`src/design/tft_pkg.sv`:
```
`timescale 1ns / 1ps

package tft_pkg;

  localparam int NIC_COUNT     = 4;
  localparam int NIC_SLOTS     = 4;
  localparam int PORTS_PER_NIC = 65536;
  localparam int PID_COUNT     = 32768;

  localparam int NIC_W   = $clog2(NIC_SLOTS);
  localparam int PORT_W  = $clog2(PORTS_PER_NIC);
  localparam int PORT_DEPTH = NIC_COUNT * PORTS_PER_NIC;
  localparam int PORT_AW = $clog2(PORT_DEPTH);
  localparam int PID_AW  = $clog2(PID_COUNT);
  localparam int PID_W   = 15;
  localparam int TAG_W   = 8;
  localparam int TIDX_W  = 18;

  localparam int FIFO_DEPTH = 4;
  localparam int FIFO_AW    = $clog2(FIFO_DEPTH);
  localparam int CNT_W      = $clog2(FIFO_DEPTH + 1);

  localparam int IN_DATA_W  = 216;
  localparam int OUT_DATA_W = 32;

  // opcodes
  localparam logic [1:0] OP_PKT     = 2'd0;
  localparam logic [1:0] OP_PORT_WR = 2'd1;
  localparam logic [1:0] OP_TAG_WR  = 2'd2;

  // register indexes
  localparam logic [2:0] REG_NIC_ADDR0  = 3'd0;
  localparam logic [2:0] REG_NIC_ADDR1  = 3'd1;
  localparam logic [2:0] REG_NIC_ADDR2  = 3'd2;
  localparam logic [2:0] REG_NIC_ADDR3  = 3'd3;
  localparam logic [2:0] REG_NIC_IN_USE = 3'd4;

  localparam logic [7:0] PROTO_TCP = 8'd6;
  localparam logic [3:0] IHL_PLAIN = 4'd5;

  typedef struct packed {
    logic [14:0] table_value;
    logic [17:0] table_index;
    logic [15:0] src_port;
    logic [31:0] hdr_word4;
    logic [31:0] hdr_word3;
    logic [31:0] hdr_word2;
    logic [31:0] hdr_word1;
    logic [31:0] hdr_word0;
    logic [1:0]  opcode;
  } item_t;

  typedef struct packed {
    logic        write_done;
    logic        options_present;
    logic [15:0] checksum_out;
    logic [7:0]  tos_out;
    logic        tagged_res;
  } res_t;

  typedef struct packed {
    logic [NIC_SLOTS-1:0][31:0] nic_addr;
    logic [2:0]                 active;
  } cfg_t;

  typedef struct packed {
    logic               busy;
    logic [PORT_AW-1:0] addr;
  } clr_t;

  typedef struct packed {
    logic v1;
    logic v2;
  } occ_t;

endpackage

```
`src/design/tft_out_fifo.sv`:
```
`timescale 1ns / 1ps

module tft_out_fifo (
  input  logic                       clk,
  input  logic                       rst_n,
  input  logic                       push,
  input  tft_pkg::res_t              din,
  input  logic                       pop,
  output logic                       dout_valid,
  output tft_pkg::res_t              dout,
  output logic [tft_pkg::CNT_W-1:0]  count
);

  tft_pkg::res_t                mem_r [tft_pkg::FIFO_DEPTH];
  logic [tft_pkg::FIFO_AW-1:0]  wr_ptr_r, wr_ptr_nxt;
  logic [tft_pkg::FIFO_AW-1:0]  rd_ptr_r, rd_ptr_nxt;
  logic [tft_pkg::CNT_W-1:0]    cnt_r, cnt_nxt;
  logic                         do_pop;

  assign do_pop     = pop && (cnt_r != '0);
  assign wr_ptr_nxt = push ? wr_ptr_r + 1'b1 : wr_ptr_r;
  assign rd_ptr_nxt = do_pop ? rd_ptr_r + 1'b1 : rd_ptr_r;

  always_comb begin
    cnt_nxt = cnt_r;
    if (push && !do_pop) begin
      cnt_nxt = cnt_r + 1'b1;
    end else if (!push && do_pop) begin
      cnt_nxt = cnt_r - 1'b1;
    end
  end

  always_ff @(posedge clk) begin
    if (!rst_n) begin
      wr_ptr_r <= '0;
      rd_ptr_r <= '0;
      cnt_r    <= '0;
    end else begin
      wr_ptr_r <= wr_ptr_nxt;
      rd_ptr_r <= rd_ptr_nxt;
      cnt_r    <= cnt_nxt;
    end
  end

  always_ff @(posedge clk) begin
    if (push) begin
      mem_r[wr_ptr_r] <= din;
    end
  end

  assign dout_valid = cnt_r != '0;
  assign dout       = mem_r[rd_ptr_r];
  assign count      = cnt_r;

endmodule

```
`config.mk`:
```
export PLATFORM = sky130hd
export DESIGN_NAME = tft_out_fifo
export DESIGN_NICKNAME = d
export VERILOG_FILES = /design/src/design/tft_pkg.sv /design/src/design/tft_out_fifo.sv
export SDC_FILE = /design/constraint.sdc
export NUM_CORES = 1
export LEC_CHECK = 0
export ABC_AREA = 1
export BUFFER_PORTS_ARGS = -buffer_cell sky130_fd_sc_hd__clkbuf_2
export CORE_MARGIN = 1.5
export CORE_UTILIZATION = 55
export DETAILED_ROUTE_END_ITERATION = 7
export GPL_ROUTABILITY_DRIVEN = 1
export PLACE_DENSITY = 0.77
export SYNTH_ARGS = -nofsm -noshare
export SYNTH_HDL_FRONTEND = slang
export SYNTH_SLANG_ARGS = --single-unit
export TNS_END_PERCENT = 20
```
`constraint.sdc`:
```
create_clock -name clk -period 1.7 [get_ports clk]
set_input_delay 0.425 -clock clk [delete_from_list [all_inputs] [get_ports clk]]
set_output_delay 0.425 -clock clk [all_outputs]
set_load 0.03 [all_outputs]
```
; ---- Word-level counts from Yosys, hierarchy flattened
; Memories as Yosys holds them, arrays and structs flattened. A register that Yosys moved wholly into a read port is not among the register bits.
; Cells that the tools add are included.
; Widths: inputs -> output; s select.
[word_totals]
regBits = 7
mem_bits_rw = 108
input_bits = 31
word_cells = 21
n_memories = 1
[classes]
add_sub_neg = 4
mux = 6
n_reduce_logical = 7
[memory_table]
columns = name, words, word_bits, read_ports, rd_ports_with_merged_regs, wr, line_no
row1 = mem_r, 4, 27, 1, 1, 1, tft_out_fifo.sv:14  ; tft_pkg::res_t mem_r [tft_pkg::FIFO_DEPTH];
[ops]
columns = cell, count
row1 = $mux 3, 2
row2 = $add 2x1->2 const B, 2
row3 = $mux 2, 2
row4 = $add 3x1->3 const B, 1
row5 = $logic_and 1x1->1, 3
row6 = $reduce_bool 3->1, 1
row7 = $sub 3x1->3 const B, 1
row8 = $logic_not 1->1, 2
row9 = $mux 1, 2
row10 = $reduce_bool 2->1, 1

; ---- Depth between registers and ports, before layout
[depth]
ltp_word = 5
depth_mapped = 12
depth_no_buf = 12

; ---- Least setup slack after synthesis
; OpenSTA, ideal clock, no wires.
[synth_path]
path_kind = register to register
start = register cnt_r, in the netlist count[1]
end = register cnt_r, in the netlist count[1]
t_arrival_ns = 1.916
path_slack_ns = -0.332
path_stages_with_launch = 9
n_path_buf = 0
cell_sequence = dfxtp_1 nor2_1 nand2_1 nand2_1 ha_1 inv_1 fa_1 o21ai_0 nor2_1
[synth_between]
elab_chain_len = 5
word_cells_on_any_way = 10
cone_classes = 2 x add/sub / 2 x mux / 6 x reduce/logical
[synth_rtl]
columns = element, line_no
row1 = from (decl), tft_out_fifo.sv:17  ; logic [tft_pkg::CNT_W-1:0] cnt_r, cnt_nxt;
row2 = from (signal assigned), tft_out_fifo.sv:41  ; cnt_r <= cnt_nxt;
row3 = $reduce_bool 3->1, --
row4 = named net dout_valid, tft_out_fifo.sv:9  ; output logic dout_valid,
row5 = $logic_and 1x1->1, tft_out_fifo.sv:20  ; assign do_pop = pop && (cnt_r != '0);
row6 = $logic_not 1->1, tft_out_fifo.sv:26  ; if (push && !do_pop) begin
row7 = $logic_and 1x1->1, tft_out_fifo.sv:26
row8 = $mux 3, tft_out_fifo.sv:26
row9 = "named net cnt_nxt, one bit", tft_out_fifo.sv:17
; The timed path passes the listed nets, and every way through them passes these cells. The select of a mux whose other input is x is not followed.
; A chain may end at the register's enable or synchronous reset.

==> results.ini <==
[status]
status=finished with violations
failed_checks=negative setup slack

[timing]
layout_setup_ws_ns=-0.502
fin_skew_ns=0.00680
fin_crit_ns=2.20
setup_viol=27
worstMarginPinSlew_ns=0.307
slew_headroom_pct=79.6
fin_tns_setup_ns=-9.63
rsz0062_at_grt=true
holdWs_ns=0.124
fin_crit_sh_pct=130
finalHoldViolCount=0
fmax_ghz=0.454
slew_viol_final=0

[critical_path]
critPathKind=reg -> out
cp.required_ns=1.27
crit_buf_inv=3
critPathSlowestCell=dfxtp_4
r2r-start=count[1]
path_max_fanout=7
crit_family=buffers and inverters
reg2reg_slack_ns=0
cpPeakStageDelay_ns=0.40
rr_worst_depth=12
cp.arrival_ns=1.78
cp-end-kind=output port
r2r-end=count[2]
crit_chain=buf_12 > clkbuf_16 > o21ai_0 > o22ai_1 > clkbuf_4
start_kind=flip-flop

[yosys]
synth_top_family_by_area=compound AO/OA/AOI/OAI gates
synth_fa_ha_area_share_pct=1.83
synth-xor-area-share_pct=0.194
synth_fp_nets=360
synth_top_area_share_pct=71.9
seq_area_frac_synth_pct=75.9
syn_avg_cell_area_sq_um=14.0
synth.distinct_cells=19
yosysTopAreaCell=edfxtp_1
synth_compound_area_share_pct=10.6
synth-seq-cells=117
yosys_warnings=0
synthTopCellsByArea=edfxtp_1, nor2_1, dfxtp_1
synthMuxAreaShare_pct=0
synth_simple_gate_area_share_pct=6.57
synth_area_sq_mm=0.00451
syn_inst=323

[floorplanning]
ios=62
design.core.area_sq_mm=0.00785
die_w_um=93.6
dieArea_sq_mm=0.00875
die_height_um=93.6
initial_core_util_pct=57.5
rows=32

[layout]
multi_input_area_sq_um=938
drive_gt1_share_pct=29.8
final_cell_mix=edfxtp_1, nor2_1, clkbuf_2, o21ai_1, o21ai_0
area_growth_pct=30.4
diodes=0
nNetsFinal=444
seqCellArea_sq_mm=0.00344
mostFrequentLayoutCell=edfxtp_1
finish.instance_area_sq_mm=0.00588
nFillCells=478

[detailed_routing]
drt_wl_total_mm=9.95
dr.first_iter.drc_count=319
via_per_inst=5.71
vias=2982
drcViolationCount=0
ant_nets=0
wire_per_inst_um=19.1
first_pass_iters=7

[placement]
pre_cts_ws_ns=0.00943
dp_hpwl_mm=4.89
place_congestion=0.714
placedInstanceArea_sq_mm=0.00497
io_buffer_count=61

[clock_network]
path_clk_slew_ns=0.06
cts_buffers=17
cts_sinks=117
cts_hold_buffers=0
cts_tree=done
ctsHtreeMaxLevel=4
cts_buffer_depth=2
clock_latency_ns=0.52
cts_root_buf=clkbuf_8

[power]
power.leakage_uw=0.00221
power.total_uw=9660
peakVddDrop_v=0.00115
p_per_area_mw_per_mm2=1640

[global_route]
antenna_found_initial=0
use_met1_pct=28.1
grt_overflow=0
grt_pass1_vias=2812
grt_max_degree=28
grtUsageTotal_pct=23.0
top_usage_layer=met2
global_route.usage.met2_pct=38.0
met3_usage_pct=6.42
grt_pass1_wl_mm=14.3

[flow_run]
cap_violations=0

[min_path]
hold_depth=1
hold_path.class=in -> reg
hold_start=din[2]
hold_end=mem_r[1][2]

## report_power, final
| group | internal (uW) | switching, uW |
|---|---|---|
| registers | 3340 | 126 |
| clock network | 2190 | 1170 |
| logic | 1040 | 1780 |
| total | 6580 | 3080 |
## what timing repair did
item / in CTS / in global routing
pin swaps: 1 / 8
gates resized for setup: 40 / 39
buffers inserted: 1 / 2
endpoints found under the setup margin: 27 / 29
cloned: 4 / 2
## metal layers
metal | wire length (um) | part of all wire (%)
met5 | 0 | 0
met4 | 218 | 2.2
met3 | 705 | 7.1
met2 | 5130 | 52
met1 | 3900 | 39
## state kept, by name, indices dropped and copies added, names as in the netlist, named ones only
register	cells
rd_ptr_r	2
wr_ptr_r	2
mem_r	108
count	3
## kinds of logic (layout without fill, tap and decap cells)
kind of cell / after synthesis / in the layout
adders and majority gates: 6 / 6
buffers and inverters: 32 / 129
and+or+nand+nor: 78 / 78
xor gates and xnor gates: 1 / 1
AOI/OAI and AO/OA: 89 / 89
DFF: 117 / 117
## cell type report
cell class | count | area share, %
well taps | 102 | 2.17
clock buffers | 19 | 7.17
clock inverters | 13 | 2.36
flip-flops and latches | 117 | 58.4
repair buffers | 79 | 11.7
multi-input cells | 174 | 16.0
inverters | 16 | 1.68
repair inverters | 2 | 0.532
## synth_stat cells
| library cell | number |
|---|---|
| a21oi_1 | 5 |
| buf_2 | 4 |
| buf_4 | 1 |
| buf_6 | 10 |
| clkbuf_4 | 1 |
| clkinv_4 | 1 |
| dfxtp_1 | 9 |
| edfxtp_1 | 108 |
| fa_1 | 1 |
| ha_1 | 5 |
| inv_1 | 14 |
| inv_8 | 1 |
| nand2_1 | 15 |
| nand3_1 | 3 |
| nor2_1 | 60 |
| o21ai_0 | 34 |
| o21ai_1 | 23 |
| o22ai_1 | 27 |
| xor2_1 | 1 |
## worst max path at each step
stage,slack (ns),from,cells past startpoint,to
after floorplan,0.01,count[1],12,count[2]
after global placement,0.05,flip-flop,5,dout[15]
after detailed placement,0.009,pop,11,count[2]
after CTS,-0.39,flip-flop,4,dout[9]
after global routing,-0.53,flip-flop,5,dout[26]
final,-0.50,flip-flop,5,dout[26]
## per-stage QoR
step | utilization (%) | std cells
finish | 75.0 | 522
global route | 75.0 | 522
CTS | 73.2 | 518
detailed placement | 63.3 | 481
global placement | 63.3 | 481
floorplan | - | 323
## worst reg2reg max path, stage by stage (launching register included)
cell     delay (ns)
dfxtp_4        0.36
nor2_4         0.12
nand2_4        0.07
nand2_2        0.08
ha_1           0.17
inv_1          0.06
fa_1           0.38
inv_1          0.07
nand2_1        0.04
nand3_1        0.10
nand2_1        0.06
nand2_1        0.05
nor2_1         0.03
(Power assumes the default switching activity.)
